**src/rtl/sqd_pkg.sv**
```systemverilog
// Shared types and constants for the shortest-queue dispatcher.
// Used by sqd_window_table and shortest_queue_dispatcher; depends on nothing.
package sqd_pkg;

  localparam int unsigned WINDOWS_DEF      = 8;
  localparam int unsigned CAPACITY_MAX_DEF = 8;
  localparam int unsigned MAX_RESULTS      = 64;

  localparam int unsigned QC_W      = 8;
  localparam int unsigned SRV_W     = 16;
  localparam int unsigned BUSY_W    = 32;
  localparam int unsigned WAIT_W    = 10;
  localparam int unsigned TGT_W     = 3;
  localparam int unsigned MASK_W    = 8;
  localparam int unsigned WIDX_W    = 3;
  localparam int unsigned CFG_W     = 4;
  localparam int unsigned CFG_IDX_W = 1;
  localparam int unsigned PROD_W    = SRV_W + BUSY_W + 1;

  localparam logic [CFG_W-1:0] ACTIVE_RST = 4'd8;
  localparam logic [CFG_W-1:0] CAP_RST    = 4'd8;

  typedef enum logic [0:0] {
    OP_SET      = 1'b0,
    OP_DISPATCH = 1'b1
  } op_e;

  typedef enum logic [CFG_IDX_W-1:0] {
    CFG_ACTIVE   = 1'b0,
    CFG_CAPACITY = 1'b1
  } cfg_reg_e;

  typedef enum logic [2:0] {
    ST_IDLE,
    ST_SUM,
    ST_CHECK,
    ST_SCAN,
    ST_RATIO,
    ST_ASSIGN
  } state_e;

  typedef struct packed {
    logic [QC_W-1:0]   qc;
    logic [SRV_W-1:0]  served;
    logic [BUSY_W-1:0] busy;
    logic              open;
  } rec_t;

endpackage

```
**src/rtl/sqd_window_table.sv**
```systemverilog
// Window record table: one write port, one read port and the open flags.
// Depends on sqd_pkg for the record type.
module sqd_window_table #(
  parameter int unsigned WINDOWS = sqd_pkg::WINDOWS_DEF,
  localparam int unsigned IW     = $clog2(WINDOWS)
) (
  input  logic               clk_i,
  input  logic               rst_ni,
  input  logic               wr_en_i,
  input  logic [IW-1:0]      wr_idx_i,
  input  sqd_pkg::rec_t      wr_rec_i,
  input  logic [IW-1:0]      rd_idx_i,
  output sqd_pkg::rec_t      rd_rec_o,
  output logic [WINDOWS-1:0] open_o
);

  sqd_pkg::rec_t tbl_q [WINDOWS];

  always_ff @(posedge clk_i or negedge rst_ni) begin
    if (!rst_ni) begin
      for (int i = 0; i < WINDOWS; i++) begin
        tbl_q[i] <= '0;
      end
    end else if (wr_en_i) begin
      tbl_q[wr_idx_i] <= wr_rec_i;
    end
  end

  assign rd_rec_o = tbl_q[rd_idx_i];

  always_comb begin
    for (int i = 0; i < WINDOWS; i++) begin
      open_o[i] = tbl_q[i].open;
    end
  end

endmodule

```
**src/rtl/shortest_queue_dispatcher.sv**
```systemverilog
// Shortest-queue dispatcher top level: sequencer, shared ratio multiplier, config.
// Depends on sqd_pkg and sqd_window_table.
//
//  channel   | signals                                         | flow
//  ----------+-------------------------------------------------+------------------
//  command   | start, busy, operation_i .. close_mask_i        | taken on start&&!busy
//  result    | res_stb_o, assigned_o, target_window_o, ...     | one cycle per strobe
//  config    | cfg_we_i, cfg_idx_i, cfg_wdata_i                | written when cfg_we_i
//
// A set transfer writes the record and strobes its acknowledge on the next cycle.
// A dispatch first sums the eligible queues over every window, then checks for room; each customer
// then takes a scan over every window, with a ratio step per queue-length tie for the second
// product of the shared ratio multiplier, and an update step that emits the result.
// Reset closes every window, zeroes all records and sets both registers to 8.
// Results cannot be stalled; busy drops in the cycle the final result is strobed.
module shortest_queue_dispatcher #(
  parameter int unsigned WINDOWS      = sqd_pkg::WINDOWS_DEF,
  parameter int unsigned CAPACITY_MAX = sqd_pkg::CAPACITY_MAX_DEF
) (
  input  logic                          clk_i,
  input  logic                          rst_ni,
  input  logic                          start,
  output logic                          busy,
  input  logic                          operation_i,
  input  logic [sqd_pkg::WIDX_W-1:0]    window_index_i,
  input  logic [sqd_pkg::QC_W-1:0]      queue_count_i,
  input  logic [sqd_pkg::SRV_W-1:0]     served_count_i,
  input  logic [sqd_pkg::BUSY_W-1:0]    busy_time_i,
  input  logic                          window_open_i,
  input  logic [sqd_pkg::WAIT_W-1:0]    waiting_i,
  input  logic [sqd_pkg::MASK_W-1:0]    close_mask_i,
  input  logic                          cfg_we_i,
  input  logic [sqd_pkg::CFG_IDX_W-1:0] cfg_idx_i,
  input  logic [sqd_pkg::CFG_W-1:0]     cfg_wdata_i,
  output logic                          res_stb_o,
  output logic                          assigned_o,
  output logic [sqd_pkg::TGT_W-1:0]     target_window_o,
  output logic [sqd_pkg::WAIT_W-1:0]    waiting_left_o,
  output logic                          last_o
);

  localparam int unsigned IW  = $clog2(WINDOWS);
  localparam int unsigned TW  = $clog2(WINDOWS * 255 + sqd_pkg::MAX_RESULTS + 1);
  localparam int unsigned NRW = $clog2(sqd_pkg::MAX_RESULTS + 1);
  localparam logic [IW-1:0] LAST_IDX = IW'(WINDOWS - 1);

  sqd_pkg::state_e state_q, state_d;

  logic [sqd_pkg::CFG_W-1:0]  active_q, cap_q, cap_sat;
  logic [sqd_pkg::WAIT_W-1:0] waiting_q, waiting_d;
  logic [WINDOWS-1:0]         elig_q, elig_d;
  logic [IW-1:0]              idx_q, idx_d;
  logic                       found_q, found_d;
  logic [IW-1:0]              best_idx_q, best_idx_d;
  sqd_pkg::rec_t              best_q, best_d;
  logic [TW-1:0]              total_q, total_d, need_q, need_d;
  logic [NRW-1:0]             n_q, n_d;
  logic [sqd_pkg::PROD_W-1:0] prod_q, prod_d;

  logic                       stb_q, stb_d, assigned_q, assigned_d, last_q, last_d;
  logic [sqd_pkg::TGT_W-1:0]  tgt_q, tgt_d;
  logic [sqd_pkg::WAIT_W-1:0] left_q, left_d;

  logic                       accept, in_range, go, fin, tie, take, idx_end;
  logic [WINDOWS+7:0]         mask_ext;
  logic [WINDOWS-1:0]         open_vec;

  logic                       wr_en;
  logic [IW-1:0]              wr_idx;
  sqd_pkg::rec_t              wr_rec, rd_rec;

  logic [sqd_pkg::SRV_W-1:0]  mul_a;
  logic [sqd_pkg::BUSY_W-1:0] mul_b;
  logic [sqd_pkg::PROD_W-1:0] mul_p;

  sqd_window_table #(
    .WINDOWS(WINDOWS)
  ) u_table (
    .clk_i    (clk_i),
    .rst_ni   (rst_ni),
    .wr_en_i  (wr_en),
    .wr_idx_i (wr_idx),
    .wr_rec_i (wr_rec),
    .rd_idx_i (idx_q),
    .rd_rec_o (rd_rec),
    .open_o   (open_vec)
  );

  assign busy     = (state_q != sqd_pkg::ST_IDLE);
  assign accept   = start && !busy;
  assign in_range = (32'(window_index_i) < WINDOWS);
  assign mask_ext = (WINDOWS + 8)'(close_mask_i);
  assign cap_sat  = (32'(cap_q) > CAPACITY_MAX) ? sqd_pkg::CFG_W'(CAPACITY_MAX) : cap_q;
  assign go       = (total_q < need_q) && (waiting_q != '0);
  assign fin      = !(((total_q + TW'(1)) < need_q) && (waiting_q != sqd_pkg::WAIT_W'(1)) &&
                      ((n_q + NRW'(1)) < NRW'(sqd_pkg::MAX_RESULTS)));
  assign idx_end  = (idx_q == LAST_IDX);
  assign tie      = elig_q[idx_q] && found_q && (rd_rec.qc == best_q.qc);

  // Shared ratio multiplier: served_x * (busy_y + 1).
  always_comb begin
    if (state_q == sqd_pkg::ST_RATIO) begin
      mul_a = best_q.served;
      mul_b = rd_rec.busy;
    end else begin
      mul_a = rd_rec.served;
      mul_b = best_q.busy;
    end
  end
  assign mul_p = sqd_pkg::PROD_W'(mul_a) *
                 (sqd_pkg::PROD_W'(mul_b) + sqd_pkg::PROD_W'(1));

  // Candidate replaces the best when none is held yet, on a shorter queue, or when it strictly wins the ratio compare.
  always_comb begin
    take = 1'b0;
    if (state_q == sqd_pkg::ST_RATIO) begin
      take = (prod_q > mul_p);
    end else if (elig_q[idx_q]) begin
      take = !found_q || (rd_rec.qc < best_q.qc);
    end
  end

  // Next state.
  always_comb begin
    state_d = state_q;
    case (state_q)
      sqd_pkg::ST_IDLE: begin
        if (accept && (operation_i == sqd_pkg::OP_DISPATCH)) state_d = sqd_pkg::ST_SUM;
      end
      sqd_pkg::ST_SUM: begin
        if (idx_end) state_d = sqd_pkg::ST_CHECK;
      end
      sqd_pkg::ST_CHECK: begin
        state_d = go ? sqd_pkg::ST_SCAN : sqd_pkg::ST_IDLE;
      end
      sqd_pkg::ST_SCAN: begin
        if (tie) state_d = sqd_pkg::ST_RATIO;
        else if (idx_end) state_d = sqd_pkg::ST_ASSIGN;
      end
      sqd_pkg::ST_RATIO: begin
        state_d = idx_end ? sqd_pkg::ST_ASSIGN : sqd_pkg::ST_SCAN;
      end
      sqd_pkg::ST_ASSIGN: begin
        state_d = fin ? sqd_pkg::ST_IDLE : sqd_pkg::ST_SCAN;
      end
      default: state_d = sqd_pkg::ST_IDLE;
    endcase
  end

  // Datapath and result control.
  always_comb begin
    waiting_d  = waiting_q;
    elig_d     = elig_q;
    idx_d      = idx_q;
    found_d    = found_q;
    best_idx_d = best_idx_q;
    best_d     = best_q;
    total_d    = total_q;
    need_d     = need_q;
    n_d        = n_q;
    prod_d     = prod_q;
    stb_d      = 1'b0;
    assigned_d = assigned_q;
    tgt_d      = tgt_q;
    left_d     = left_q;
    last_d     = last_q;
    wr_en      = 1'b0;
    wr_idx     = IW'(window_index_i);
    wr_rec     = '{qc: queue_count_i, served: served_count_i,
                   busy: busy_time_i, open: window_open_i};

    case (state_q)
      sqd_pkg::ST_IDLE: begin
        if (accept) begin
          if (operation_i == sqd_pkg::OP_DISPATCH) begin
            waiting_d = waiting_i;
            for (int i = 0; i < WINDOWS; i++) begin
              elig_d[i] = (32'(i) < 32'(active_q)) && open_vec[i] && !mask_ext[i];
            end
            idx_d   = '0;
            total_d = '0;
            need_d  = '0;
            n_d     = '0;
          end else begin
            wr_en      = in_range;
            stb_d      = 1'b1;
            assigned_d = 1'b0;
            tgt_d      = window_index_i;
            left_d     = '0;
            last_d     = 1'b1;
          end
        end
      end
      sqd_pkg::ST_SUM: begin
        if (elig_q[idx_q]) begin
          total_d = total_q + TW'(rd_rec.qc);
          need_d  = need_q + TW'(cap_sat);
        end
        idx_d = idx_end ? '0 : idx_q + IW'(1);
      end
      sqd_pkg::ST_CHECK: begin
        found_d = 1'b0;
        idx_d   = '0;
        if (!go) begin
          stb_d      = 1'b1;
          assigned_d = 1'b0;
          tgt_d      = '0;
          left_d     = waiting_q;
          last_d     = 1'b1;
        end
      end
      sqd_pkg::ST_SCAN, sqd_pkg::ST_RATIO: begin
        if (state_q == sqd_pkg::ST_SCAN && tie) begin
          // Hold the index; the second product follows next cycle.
          prod_d = mul_p;
        end else begin
          if (take) begin
            best_d     = rd_rec;
            best_idx_d = idx_q;
            found_d    = 1'b1;
          end
          idx_d = idx_end ? '0 : idx_q + IW'(1);
        end
      end
      sqd_pkg::ST_ASSIGN: begin
        wr_en      = 1'b1;
        wr_idx     = best_idx_q;
        wr_rec     = best_q;
        wr_rec.qc  = best_q.qc + sqd_pkg::QC_W'(1);
        total_d    = total_q + TW'(1);
        waiting_d  = waiting_q - sqd_pkg::WAIT_W'(1);
        n_d        = n_q + NRW'(1);
        stb_d      = 1'b1;
        assigned_d = 1'b1;
        tgt_d      = sqd_pkg::TGT_W'(best_idx_q);
        left_d     = waiting_q - sqd_pkg::WAIT_W'(1);
        last_d     = fin;
        found_d    = 1'b0;
        idx_d      = '0;
      end
      default: ;
    endcase
  end

  always_ff @(posedge clk_i or negedge rst_ni) begin
    if (!rst_ni) begin
      state_q  <= sqd_pkg::ST_IDLE;
      active_q <= sqd_pkg::ACTIVE_RST;
      cap_q    <= sqd_pkg::CAP_RST;
      stb_q    <= 1'b0;
      idx_q    <= '0;
      found_q  <= 1'b0;
      elig_q   <= '0;
      total_q  <= '0;
      need_q   <= '0;
      n_q      <= '0;
    end else begin
      state_q <= state_d;
      stb_q   <= stb_d;
      idx_q   <= idx_d;
      found_q <= found_d;
      elig_q  <= elig_d;
      total_q <= total_d;
      need_q  <= need_d;
      n_q     <= n_d;
      if (cfg_we_i) begin
        case (cfg_idx_i)
          sqd_pkg::CFG_ACTIVE:   active_q <= cfg_wdata_i;
          sqd_pkg::CFG_CAPACITY: cap_q    <= cfg_wdata_i;
          default: ;
        endcase
      end
    end
  end

  always_ff @(posedge clk_i) begin
    waiting_q  <= waiting_d;
    best_idx_q <= best_idx_d;
    best_q     <= best_d;
    prod_q     <= prod_d;
    assigned_q <= assigned_d;
    tgt_q      <= tgt_d;
    left_q     <= left_d;
    last_q     <= last_d;
  end

  assign res_stb_o       = stb_q;
  assign assigned_o      = assigned_q;
  assign target_window_o = tgt_q;
  assign waiting_left_o  = left_q;
  assign last_o          = last_q;

  a_more_follows: assert property (@(posedge clk_i) disable iff (!rst_ni)
    res_stb_o && !last_o |-> busy)
    else $error("non-final result strobed while idle");

  a_set_ack: assert property (@(posedge clk_i) disable iff (!rst_ni)
    start && !busy && (operation_i == sqd_pkg::OP_SET) |=>
      res_stb_o && last_o && !assigned_o)
    else $error("set transfer not acknowledged");

  a_room_left: assert property (@(posedge clk_i) disable iff (!rst_ni)
    (state_q == sqd_pkg::ST_SCAN) || (state_q == sqd_pkg::ST_RATIO) |->
      total_q < need_q)
    else $error("scan running without free room");

  a_pick_below_cap: assert property (@(posedge clk_i) disable iff (!rst_ni)
    (state_q == sqd_pkg::ST_ASSIGN) |-> found_q && (32'(best_q.qc) < 32'(cap_sat)))
    else $error("chosen window already at capacity");

endmodule

```
**config.mk**
```make
export PLATFORM = sky130hd
export DESIGN_NAME = shortest_queue_dispatcher
export DESIGN_NICKNAME = d
export VERILOG_FILES = /design/src/rtl/sqd_pkg.sv /design/src/rtl/sqd_window_table.sv /design/src/rtl/shortest_queue_dispatcher.sv
export SDC_FILE = /design/constraint.sdc
export NUM_CORES = 2
export LEC_CHECK = 0
export ABC_CLOCK_PERIOD_IN_PS = 39600
export CORE_MARGIN = 2
export CORE_UTILIZATION = 36
export DETAILED_ROUTE_END_ITERATION = 16
export DONT_BUFFER_PORTS = 1
export PLACE_DENSITY_LB_ADDON = 0.25
export SLEW_MARGIN = 20
export SYNTH_ARGS = -nofsm -noshare
export SYNTH_HDL_FRONTEND = slang
export SYNTH_HIERARCHICAL = 1
export SYNTH_SLANG_ARGS = --single-unit
```
**constraint.sdc**
```tcl
create_clock -name clk_i -period 39.6 [get_ports clk_i]
set_clock_uncertainty 0.05 [all_clocks]
set_input_delay 3.96 -clock clk_i [delete_from_list [all_inputs] [get_ports clk_i]]
set_output_delay 3.96 -clock clk_i [all_outputs]
set_load 0.01 [all_outputs]
```
==> impl_metrics.py <==
metrics = {
    "critical_path": {
        "crit_path_end_kind": "flip-flop",
        "max_stage_delay_ns": 0.75,
        "r2r_cells": 44,
        "slowest_stage": "dfrtp_4",
        "cp.arrival_ns": 14.55,
        "reg2reg_from": "idx_q[2]$_DFFE_PN0P_",
        "cp.required_ns": 39.83,
        "cp-start-kind": "flip-flop",
        "crit_type": "reg -> reg",
        "r2r-end": "best_idx_q[2]$_DFFE_PP_",
        "path_common_cell": "fa_1",
        "reg2reg_slack_ns": 25.28,
        "crit_path_max_fanout": 48,
    },
    "clock_network": {
        "clkLatencyLatePin_ns": 0.68,
        "clockRootBuffer": "clkbuf_16",
        "clk_path_buf_depth": 3,
        "cts_setup_buffers": 0,
        "cts_tree": "yes",
        "cts_made_buffers": 73,
        "cts.sinks": 645,
        "clk_pin_slew_ns": 0.06,
        "cts-htree-levels": 3,
        "holdBufCountCts": 0,
        "cts_resized": 0,
    },
    "place": {
        "hpwlAfterDp_mm": 93.15,
        "portBuffers": 0,
        "gp_congestion": 0.8979,
        "dpl_worst_slack_ns": 25.28,
    },
    "grt": {
        "grt_use_total_pct": 19.36,
        "grt_max_degree": 512,
        "grt_pass1_wl_mm": 203.8,
        "overflow": 0,
        "grt_pass1_vias": 33340,
        "grt_antenna_before_repair": 4,
    },
    "floorplanning": {
        "num_io_pins": 105,
        "die-area_um2": 137800,
        "die_x_um": 371.2,
        "row_count": 134,
        "initial_core_util_pct": 36.33,
        "core_region_area_um2": 133600,
        "die_height_um": 371.2,
    },
    "worst_hold_path": {
        "min_from": "elig_q[3]$_DFFE_PN0P_",
        "hold_end": "elig_q[3]$_DFFE_PN0P_",
        "hold_path_class": "reg -> reg",
        "whs_path_depth": 2,
    },
    "layout": {
        "final_util_pct": 39.59,
        "drive_gt1_share_pct": 19.94,
        "syn_to_final_growth_pct": 8.987,
        "fill_cells": 12880,
        "multi_input_area_um2": 28910,
        "seqCellArea_um2": 16820,
        "final_nets": 5021,
    },
    "synthesis": {
        "ys.flop_type": "dfrtp_1",
        "postSynthCellCount": 4326,
        "synth_top_family_by_area": "adder cells",
        "synth_fp_nets": 5066,
        "ys_seq_area_share_pct": 34.63,
        "yosys-top-cells-area": "dfrtp_1 (26%), fa_1 (18%), mux2_2 (12%)",
        "synth_top_area_share_pct": 26.24,
        "synth_compound_area_share_pct": 4.353,
        "synthMuxAreaShare_pct": 18.44,
        "synth_common_cells": "nand2_1 (631), inv_1 (538), mux2_2 (510)",
        "synth-simple-area-share_pct": 10.25,
        "yosys_warnings": 6,
        "yosysMostFrequentCell": "nand2_1",
        "netlist_area_um2": 48550,
        "synth_xor_area_share_pct": 2.781,
        "ys_types": 90,
        "synthArstFlopShare_pct": 79.22,
        "yosysTopAreaCell": "dfrtp_1",
        "synth_seq_cells": 645,
        "synth_area_per_cell_um2": 11.22,
        "synthAdderAreaFrac_pct": 23.52,
        "synth_edf_count": 134,
    },
    "timing": {
        "timing.slew.headroom_pct": 23.45,
        "rsz0062_at_grt": "false",
        "fin_setup_tns_ns": 0,
        "maxSlewViolCount": 0,
        "holdWs_ns": 0.4193,
        "finalHoldViolations": 0,
        "finalCritPeriodShare_pct": 36.17,
        "setup_slack_ns": 25.28,
        "fmax_ghz": 0.06981,
        "min_period_ns": 14.32,
        "finalSetupViolCount": 0,
        "tightest_slew_ns": 1.144,
    },
    "detailed_routing": {
        "vias": 31640,
        "ant_nets": 0,
        "drc": 0,
        "drtIter0Drc": 2229,
        "viasPerCell": 5.179,
        "wire_per_inst_um": 21.38,
        "firstDrtPassIters": 6,
        "routed_wl_mm": 130.6,
    },
    "flow_run": {
        "drv_cap": 0,
    },
    "run_status": {
        "status": "completed",
    },
}
-- sequential cells by signal, summed over array words and instances (netlist names) --
signal and cells:
prod_q 49, active_q 4, assigned_o 1, cap_q 4
found_q 1, u_table/tbl_q 448, waiting_left_o 10, res_stb_o 1
target_window_o 3, need_q 12, elig_q 8, last_o 1
waiting_q 10, total_q 12, idx_q 3, state_q 3
best_q 57, u_table/open_o 8, n_q 7, best_idx_q 3
-- layer usage --
metal	GRT usage (%)	vias to the layer above	share of wire (%)	wire (um)
met4	5.956	2	2.4	3194
met5	0	-	0.010	13
met2	29.99	791	45	58930
met3	3.403	149	5.7	7490
met1	27.60	16430	47	60980
li1	-	14260	-	-
-- critical path: cells and delay by family, from the launching register on --
kind                     cells  cell delay [ns]
adder cells (fa/ha/maj)      9             4.10
buffers and inverters        6             2.02
multiplexers                 3             0.67
AND/OR/NAND/NOR             12             2.65
AO/OA/AOI/OAI               12             2.80
flip-flops                   1             0.75
XOR/XNOR                     2             0.83
-- worst max-delay path by stage --
stage	startpoint	to	slack [ns]
floorplan	idx_q[0]$_DFFE_PN0P_	best_idx_q[0]$_DFFE_PP_	26.82
global placement	idx_q[2]$_DFFE_PN0P_	best_q[10]$_DFFE_PP_	25.61
detailed placement	idx_q[2]$_DFFE_PN0P_	best_q[10]$_DFFE_PP_	25.28
finish	idx_q[2]$_DFFE_PN0P_	best_idx_q[2]$_DFFE_PP_	25.28
global route	idx_q[2]$_DFFE_PN0P_	best_idx_q[2]$_DFFE_PP_	24.40
CTS	idx_q[2]$_DFFE_PN0P_	best_idx_q[2]$_DFFE_PP_	25.24
-- cells by family after synthesis --
group | count (synthesis)
and+or+nand+nor | 1147
buffers and inverters | 726
muxes | 682
adders and majority gates | 652
DFF | 645
AOI/OAI and AO/OA | 324
xor gates and xnor gates | 150
-- placed cells by master (no fill, tap or decap), drive strengths merged, types with 5 or more instances in the layout --
cell type  synthesis  routed
a21o              61      61
mux2             523     523
or2               14      14
o21bai             8       8
o21ai             89      89
and2              36      36
nor2b             19      19
xnor2             81      81
nand4             20      20
inv              538     540
dfrtp            509     509
xor2              68      68
o31ai             11      11
clkinv             0      14
and4               6       6
a211oi             5       5
or3                9       9
nand3             51      51
nand2            633     633
a31oi             15      15
a21oi             73      73
o41ai              6       6
clkbuf            99     117
nor3              24      24
nor2             274     274
fa               434     434
and3              18      18
o211ai             6       6
mux4             116     116
o21a              13      13
nand2b            16      16
buf               89      68
mux2i             43      43
edfxtp           134     134
ha               218     218
-- per-stage QoR --
stage / instance area (um^2) / instances
6_report: 52910 / 6109
3_5_place_dp: 50450 / 5971
5_1_grt: 52910 / 6109
4_1_cts: 52820 / 6104
3_3_place_gp: 50450 / 5971
2_1_floorplan: 48550 / 4326
-- cell type report --
| cell class | count | area share (%) |
|---|---|---|
| Clock buffer | 117 | 4.205 |
| Antenna cell | 2 | 0.009459 |
| Inverter | 538 | 3.819 |
| Clock inverter | 16 | 0.2743 |
| Sequential cell | 645 | 31.80 |
| Tap cell | 1768 | 4.181 |
| Timing Repair Buffer | 68 | 1.078 |
| Multi-Input combinational cell | 2955 | 54.63 |
Power is not shown: default switching activity piles up to over one toggle a cycle in this logic, so the estimate is an artifact.
